$ cat src/rtl/psrl_pkg.sv
// Package for the per-source rate limit filter: sizes, register reset values,
// codes, transaction and table entry types, controller state, command and status types.
// No dependencies.
package psrl_pkg;

    localparam int TRACK_ENTRIES = 1024;
    localparam int TRACK_AW      = $clog2(TRACK_ENTRIES);
    localparam int FILL_W        = $clog2(TRACK_ENTRIES + 1);
    localparam int PORT_ENTRIES  = 65536;
    localparam int PORT_AW       = $clog2(PORT_ENTRIES);
    localparam int STAMP_W       = 48;
    localparam int CFG_IDX_W     = 4;
    localparam int CFG_DATA_W    = 40;

    localparam logic [31:0] RST_PACKET_LIMIT    = 32'd1000;
    localparam logic [39:0] RST_BYTE_LIMIT      = 40'd125000000;
    localparam logic [39:0] RST_BLOCK_DURATION  = 40'd10000000000;
    localparam logic [39:0] RST_METER_WINDOW    = 40'd1000000000;
    localparam logic [39:0] RST_UDP_WINDOW      = 40'd1000000000;
    localparam logic [31:0] RST_UDP_PORT_LIMIT  = 32'd1000;
    localparam logic [15:0] RST_ICMP_SIZE_LIMIT = 16'd1000;
    localparam logic [15:0] RST_ICMP_RATE_LIMIT = 16'd100;
    localparam logic [63:0] ECHO_WINDOW_NS      = 64'd1000000000;
    localparam logic [7:0]  ICMP_ECHO_REQUEST   = 8'd8;

    localparam logic [CFG_IDX_W-1:0] CFG_PACKET_LIMIT    = 4'd0;
    localparam logic [CFG_IDX_W-1:0] CFG_BYTE_LIMIT      = 4'd1;
    localparam logic [CFG_IDX_W-1:0] CFG_BLOCK_DURATION  = 4'd2;
    localparam logic [CFG_IDX_W-1:0] CFG_METER_WINDOW    = 4'd3;
    localparam logic [CFG_IDX_W-1:0] CFG_UDP_WINDOW      = 4'd4;
    localparam logic [CFG_IDX_W-1:0] CFG_UDP_PORT_LIMIT  = 4'd5;
    localparam logic [CFG_IDX_W-1:0] CFG_ICMP_SIZE_LIMIT = 4'd6;
    localparam logic [CFG_IDX_W-1:0] CFG_ICMP_RATE_LIMIT = 4'd7;

    localparam logic [1:0] FK_NON_IP    = 2'd0;
    localparam logic [1:0] FK_MALFORMED = 2'd1;
    localparam logic [1:0] FK_IPV4      = 2'd2;
    localparam logic [1:0] FK_IPV6      = 2'd3;

    localparam logic [1:0] TK_OTHER = 2'd0;
    localparam logic [1:0] TK_TCP   = 2'd1;
    localparam logic [1:0] TK_UDP   = 2'd2;
    localparam logic [1:0] TK_ICMP  = 2'd3;

    localparam logic [2:0] RS_PASSED    = 3'd0;
    localparam logic [2:0] RS_MALFORMED = 3'd1;
    localparam logic [2:0] RS_BLOCKED   = 3'd2;
    localparam logic [2:0] RS_RATE      = 3'd3;
    localparam logic [2:0] RS_UDP_FLOOD = 3'd4;
    localparam logic [2:0] RS_ICMP_SIZE = 3'd5;
    localparam logic [2:0] RS_ICMP_RATE = 3'd6;

    typedef struct packed {
        logic [1:0]  frame_kind;
        logic [63:0] source_high;
        logic [63:0] source_low;
        logic [15:0] frame_length;
        logic [63:0] arrival_ns;
        logic [1:0]  transport_kind;
        logic        transport_complete;
        logic [15:0] destination_port;
        logic [7:0]  icmp_kind;
    } t_in_item;

    typedef struct packed {
        logic        verdict;
        logic [2:0]  reason;
        logic [63:0] dropped_total;
        logic [63:0] allowed_total;
    } t_out_item;

    typedef struct packed {
        logic               family;
        logic [63:0]        key_high;
        logic [63:0]        key_low;
        logic [31:0]        packets;
        logic [39:0]        bytes;
        logic [63:0]        start_ns;
        logic               block_valid;
        logic [63:0]        block_until;
        logic [STAMP_W-1:0] stamp;
    } t_src_entry;

    typedef struct packed {
        logic        valid;
        logic [31:0] count;
        logic [63:0] start_ns;
    } t_port_entry;

    typedef enum logic [3:0] {
        S_CLEAR,
        S_IDLE,
        S_DECODE,
        S_SCAN,
        S_EVAL_A,
        S_EVAL_B,
        S_ROUTE,
        S_PORT_RD,
        S_PORT_WR,
        S_ECHO,
        S_RESULT
    } t_state;

    typedef struct packed {
        logic clear_step;
        logic load;
        logic scan_start;
        logic scan_run;
        logic eval_a;
        logic eval_b;
        logic port_read;
        logic port_write;
        logic echo;
        logic emit;
    } t_ctrl_cmd;

    typedef struct packed {
        logic clear_done;
        logic is_ip;
        logic scan_done;
        logic go_udp;
        logic go_icmp;
        logic out_free;
    } t_ctrl_sts;

endpackage

$ cat src/rtl/psrl_ctrl.sv
// Controller state machine of the per-source rate limit filter.
// Depends on psrl_pkg.
module psrl_ctrl (
    input  logic                i_clk,
    input  logic                i_rst_n,
    input  logic                i_in_valid,
    output logic                o_in_stall,
    input  psrl_pkg::t_ctrl_sts i_sts,
    output psrl_pkg::t_ctrl_cmd o_cmd
);

    psrl_pkg::t_state r_state;
    psrl_pkg::t_state n_state;

    always_ff @(posedge i_clk) begin
        if (!i_rst_n) begin
            r_state <= psrl_pkg::S_CLEAR;
        end else begin
            r_state <= n_state;
        end
    end

    always_comb begin
        n_state = r_state;
        unique case (r_state)
            psrl_pkg::S_CLEAR: begin
                if (i_sts.clear_done) n_state = psrl_pkg::S_IDLE;
            end
            psrl_pkg::S_IDLE: begin
                if (i_in_valid) n_state = psrl_pkg::S_DECODE;
            end
            psrl_pkg::S_DECODE: begin
                n_state = i_sts.is_ip ? psrl_pkg::S_SCAN : psrl_pkg::S_RESULT;
            end
            psrl_pkg::S_SCAN: begin
                if (i_sts.scan_done) n_state = psrl_pkg::S_EVAL_A;
            end
            psrl_pkg::S_EVAL_A: n_state = psrl_pkg::S_EVAL_B;
            psrl_pkg::S_EVAL_B: n_state = psrl_pkg::S_ROUTE;
            psrl_pkg::S_ROUTE: begin
                if (i_sts.go_udp) begin
                    n_state = psrl_pkg::S_PORT_RD;
                end else if (i_sts.go_icmp) begin
                    n_state = psrl_pkg::S_ECHO;
                end else begin
                    n_state = psrl_pkg::S_RESULT;
                end
            end
            psrl_pkg::S_PORT_RD: n_state = psrl_pkg::S_PORT_WR;
            psrl_pkg::S_PORT_WR: n_state = psrl_pkg::S_RESULT;
            psrl_pkg::S_ECHO:    n_state = psrl_pkg::S_RESULT;
            psrl_pkg::S_RESULT: begin
                if (i_sts.out_free) n_state = psrl_pkg::S_IDLE;
            end
            default: n_state = psrl_pkg::S_IDLE;
        endcase
    end

    always_comb begin
        o_cmd      = '0;
        o_in_stall = 1'b1;
        unique case (r_state)
            psrl_pkg::S_CLEAR: o_cmd.clear_step = 1'b1;
            psrl_pkg::S_IDLE: begin
                o_in_stall = 1'b0;
                o_cmd.load = i_in_valid;
            end
            psrl_pkg::S_DECODE:  o_cmd.scan_start = i_sts.is_ip;
            psrl_pkg::S_SCAN:    o_cmd.scan_run   = 1'b1;
            psrl_pkg::S_EVAL_A:  o_cmd.eval_a     = 1'b1;
            psrl_pkg::S_EVAL_B:  o_cmd.eval_b     = 1'b1;
            psrl_pkg::S_ROUTE:   o_cmd            = '0;
            psrl_pkg::S_PORT_RD: o_cmd.port_read  = 1'b1;
            psrl_pkg::S_PORT_WR: o_cmd.port_write = 1'b1;
            psrl_pkg::S_ECHO:    o_cmd.echo       = 1'b1;
            psrl_pkg::S_RESULT:  o_cmd.emit       = i_sts.out_free;
            default:             o_cmd            = '0;
        endcase
    end

endmodule

$ cat config.mk
export PLATFORM = sky130hd
export DESIGN_NAME = psrl_ctrl
export DESIGN_NICKNAME = d
export VERILOG_FILES = /design/src/rtl/psrl_pkg.sv /design/src/rtl/psrl_ctrl.sv
export SDC_FILE = /design/constraint.sdc
export NUM_CORES = 1
export LEC_CHECK = 0
export ABC_AREA = 1
export BUFFER_PORTS_ARGS = -buffer_cell sky130_fd_sc_hd__buf_2
export CORE_AREA = 2 2 39 41
export CTS_CLUSTER_SIZE = 8
export DETAILED_ROUTE_END_ITERATION = 10
export DIE_AREA = 0 0 41 43
export PLACE_DENSITY = 0.55
export SYNTH_ARGS = -nofsm -noshare
export SYNTH_HDL_FRONTEND = slang
export SYNTH_SLANG_ARGS = --single-unit
$ cat constraint.sdc
create_clock -name i_clk -period 3.3 [get_ports i_clk]
set_input_delay 0.66 -clock i_clk [delete_from_list [all_inputs] [get_ports i_clk]]
set_output_delay 0.66 -clock i_clk [all_outputs]
set_load 0.02 [all_outputs]
==> run metrics <==
setup bufs post-CTS 0; P&R area growth vs syn 33.6%; Unique masters post-synth 18; status completed; FILL cells ~170; # clock sinks 4; Reg power frac 22.8%; Worst Tran Pin Value 391 ps; Crit path required time between 2000 and 3000 ps; Avg Cell Area, Syn between 5 and 6 sq um; crit-path max FO 8; post-cts gate resize count 0; Final ANT Viol Nets 0; pwr/cell area 748 nW/um^2; H-tree depth 1; drt first-iter violations 12; mapped cell area 409 sq um; clock group share of total power 14.6%; core area approximately 1400 sq um; Syn. warnings 0; Multi-input gate area ~260 sq um; synthesis-stage register bit count 4; crit start category flip-flop; CTS Hold Bufs 0; max reg flops 4; Initial Utilization 29.6%; Mapped Nets between 80 and 90; vias per std cell roughly 4.5; leak pwr 0.000336 uW; Critical Path AT roughly 1300 ps; post-DP HPWL 882 um; Register Area approximately 80 sq um; relative max-transition margin between 70% and 80%; met2 usage about a fifth; clk slew on worst S/H paths about 40 ps; setup slack, reg-to-reg between 2000 and 2500 ps; via count ~520; Die Wd just over 40 um; WS Path Type reg -> out; number of instances in the placed design ~110; largest net degree at the start of global routing 9; TNS Setup 0 ps; Non-Filler Instances 116; Final setup viols 0; clk_lat worst skew around 230 ps; max frequency between 500 and 600 MHz; Final Cycle Share 59.3%; switching part of the total between 50% and 60%; ANT cells 0; DR pass1 iterations 4; global routing usage on met3 under 10%; final hold vios 0; crit path capture type output pin; I/O pin count 20; die area 1760 sq um; Psw between 200 and 250 uW; nets between 100 and 150; FP Rows 14; Max rail drop VDD between 0.0002 and 0.0003 V; WL final about 1000 um; Top reg by flops r_state; number of global-route vias before repair roughly 420; share of layout cells above drive strength 1 between 30 and 40%; RSZ-0062 raised after global routing no; post-layout minimum cycle time approximately 2000 ps; DR DRC count 0; Num CTS Buffers 3; Tot GR Track Use between 10% and 20%; Hold Crit Class reg -> reg; Clock Tree Buf Depth 2; initial antenna violation count 0; Pins Over Slew Limit 0; DR WL/cell around 9.0 um; power share of the combinational group 62.6%; grt met1 use a little under a fifth; P_int about 190 uW; Power, Total 409 uW; CTS tree built; grt total ovfl 0; Port Buffers 19; Syn Inst Count between 70 and 80; DIE HEIGHT approximately 43 um; Max-Cap Viols 0; Setup Skew ~0.47 ps; Largest regs r_state x4; GR peak layer met2; GPL Wtd Cong 0.828; first-pass GRT wire length between 1500 and 2000 um; Root Driver clkbuf_4; sequential share of the synthesized area 19.6%
==> cells by family (layout without fill, tap and decap cells) <==
family / count (synthesis) / count (layout) / synth area share [%]
flip-flops: 4 / 4 / 19.6
AO/OA/AOI/OAI: 7 / 7 / 8.87
buffers and inverters: 19 / 41 / 17.4
AND/OR/NAND/NOR: 48 / 48 / 54.1
==> power by group through the flow <==
stage / registers [uW] / clock network (uW) / logic [uW]
5_1_grt: 97.0 / 64.8 / 290
4_1_cts: 91.7 / 61.3 / 259
6_report: 93.3 / 59.8 / 256
3_3_place_gp: 94.2 / 0 / 259
3_5_place_dp: 93.1 / 0 / 258
2_1_floorplan: 84.8 / 0 / 198
==> area by class of cell <==
class,instances,area share [%]
multi-input cells,55,47.1
clock buffers,3,4.12
inverters,19,13.0
repair buffers,19,17.4
well taps,16,3.66
flip-flops and latches,4,14.6
==> cell usage in the layout, fill, tap and decap left out, types with 2 or more instances in the layout <==
master and n:
buf_2 19, nand2_1 16, nor2_1 16, inv_1 15, nand3_1 5, dfxtp_1 4
inv_2 3, o21ai_0 3, a21oi_1 3, clkbuf_4 3, nor2_2 2, nand2_2 2
nand4_1 2
==> stage by stage <==
| stage | hold WS [ps] | area (sq um) | util, % | setup WS [ps] |
|---|---|---|---|---|
| after global routing | 659 | 547 | 39.5 | 1170 |
| after global placement | 605 | 524 | 37.9 | 1530 |
| after detailed placement | 607 | 524 | 37.9 | 1520 |
| final | 625 | 547 | 39.5 | 1340 |
| after floorplan | 532 | 409 | - | 1430 |
| after CTS | 612 | 547 | 39.5 | 1320 |
==> worst paths after layout <==
kind | end | cells after the start | from
setup / recovery | o_cmd[7] | 5 | r_state[1]$_SDFFE_PN0P_
hold / removal | r_state[1]$_SDFFE_PN0P_ | 2 | r_state[1]$_SDFFE_PN0P_
setup reg to reg | r_state[0]$_SDFFE_PN0P_ | 7 | r_state[1]$_SDFFE_PN0P_
hold reg to reg | r_state[1]$_SDFFE_PN0P_ | 2 | r_state[1]$_SDFFE_PN0P_
==> layer usage <==
metal | vias to the layer above | wire length (um) | part of all wire, %
li1 | 288 | - | -
met1 | 223 | 510 | 49
met2 | 10 | 496 | 47
met3 | 0 | 43 | 4.1
met4 | 0 | 0 | 0
met5 | - | 0 | 0
==> critical path, stage by stage (launching register included) <==
cell and delay [ps]:
dfxtp_1 480, inv_2 100, nor2_2 150, nand3_1 110, inv_1 70, buf_2 150
==> cell usage after synthesis <==
master | instances | area share, %
a21oi_1 | 3 | 3.7
or2_2 | 1 | 1.5
inv_2 | 3 | 2.8
o22ai_1 | 1 | 1.5
nor2_1 | 16 | 15
dfxtp_1 | 4 | 20
nand3_2 | 1 | 2.4
o21ai_0 | 3 | 3.7
nor3_2 | 1 | 2.4
nand3b_1 | 1 | 1.8
nand2_2 | 2 | 3.1
inv_1 | 15 | 14
nand4_1 | 2 | 3.1
nor3_1 | 1 | 1.2
nand3_1 | 5 | 6.1
nand2_1 | 16 | 15
clkinv_1 | 1 | 0.92
nor2_2 | 2 | 3.1
(Power assumes the default switching activity.)
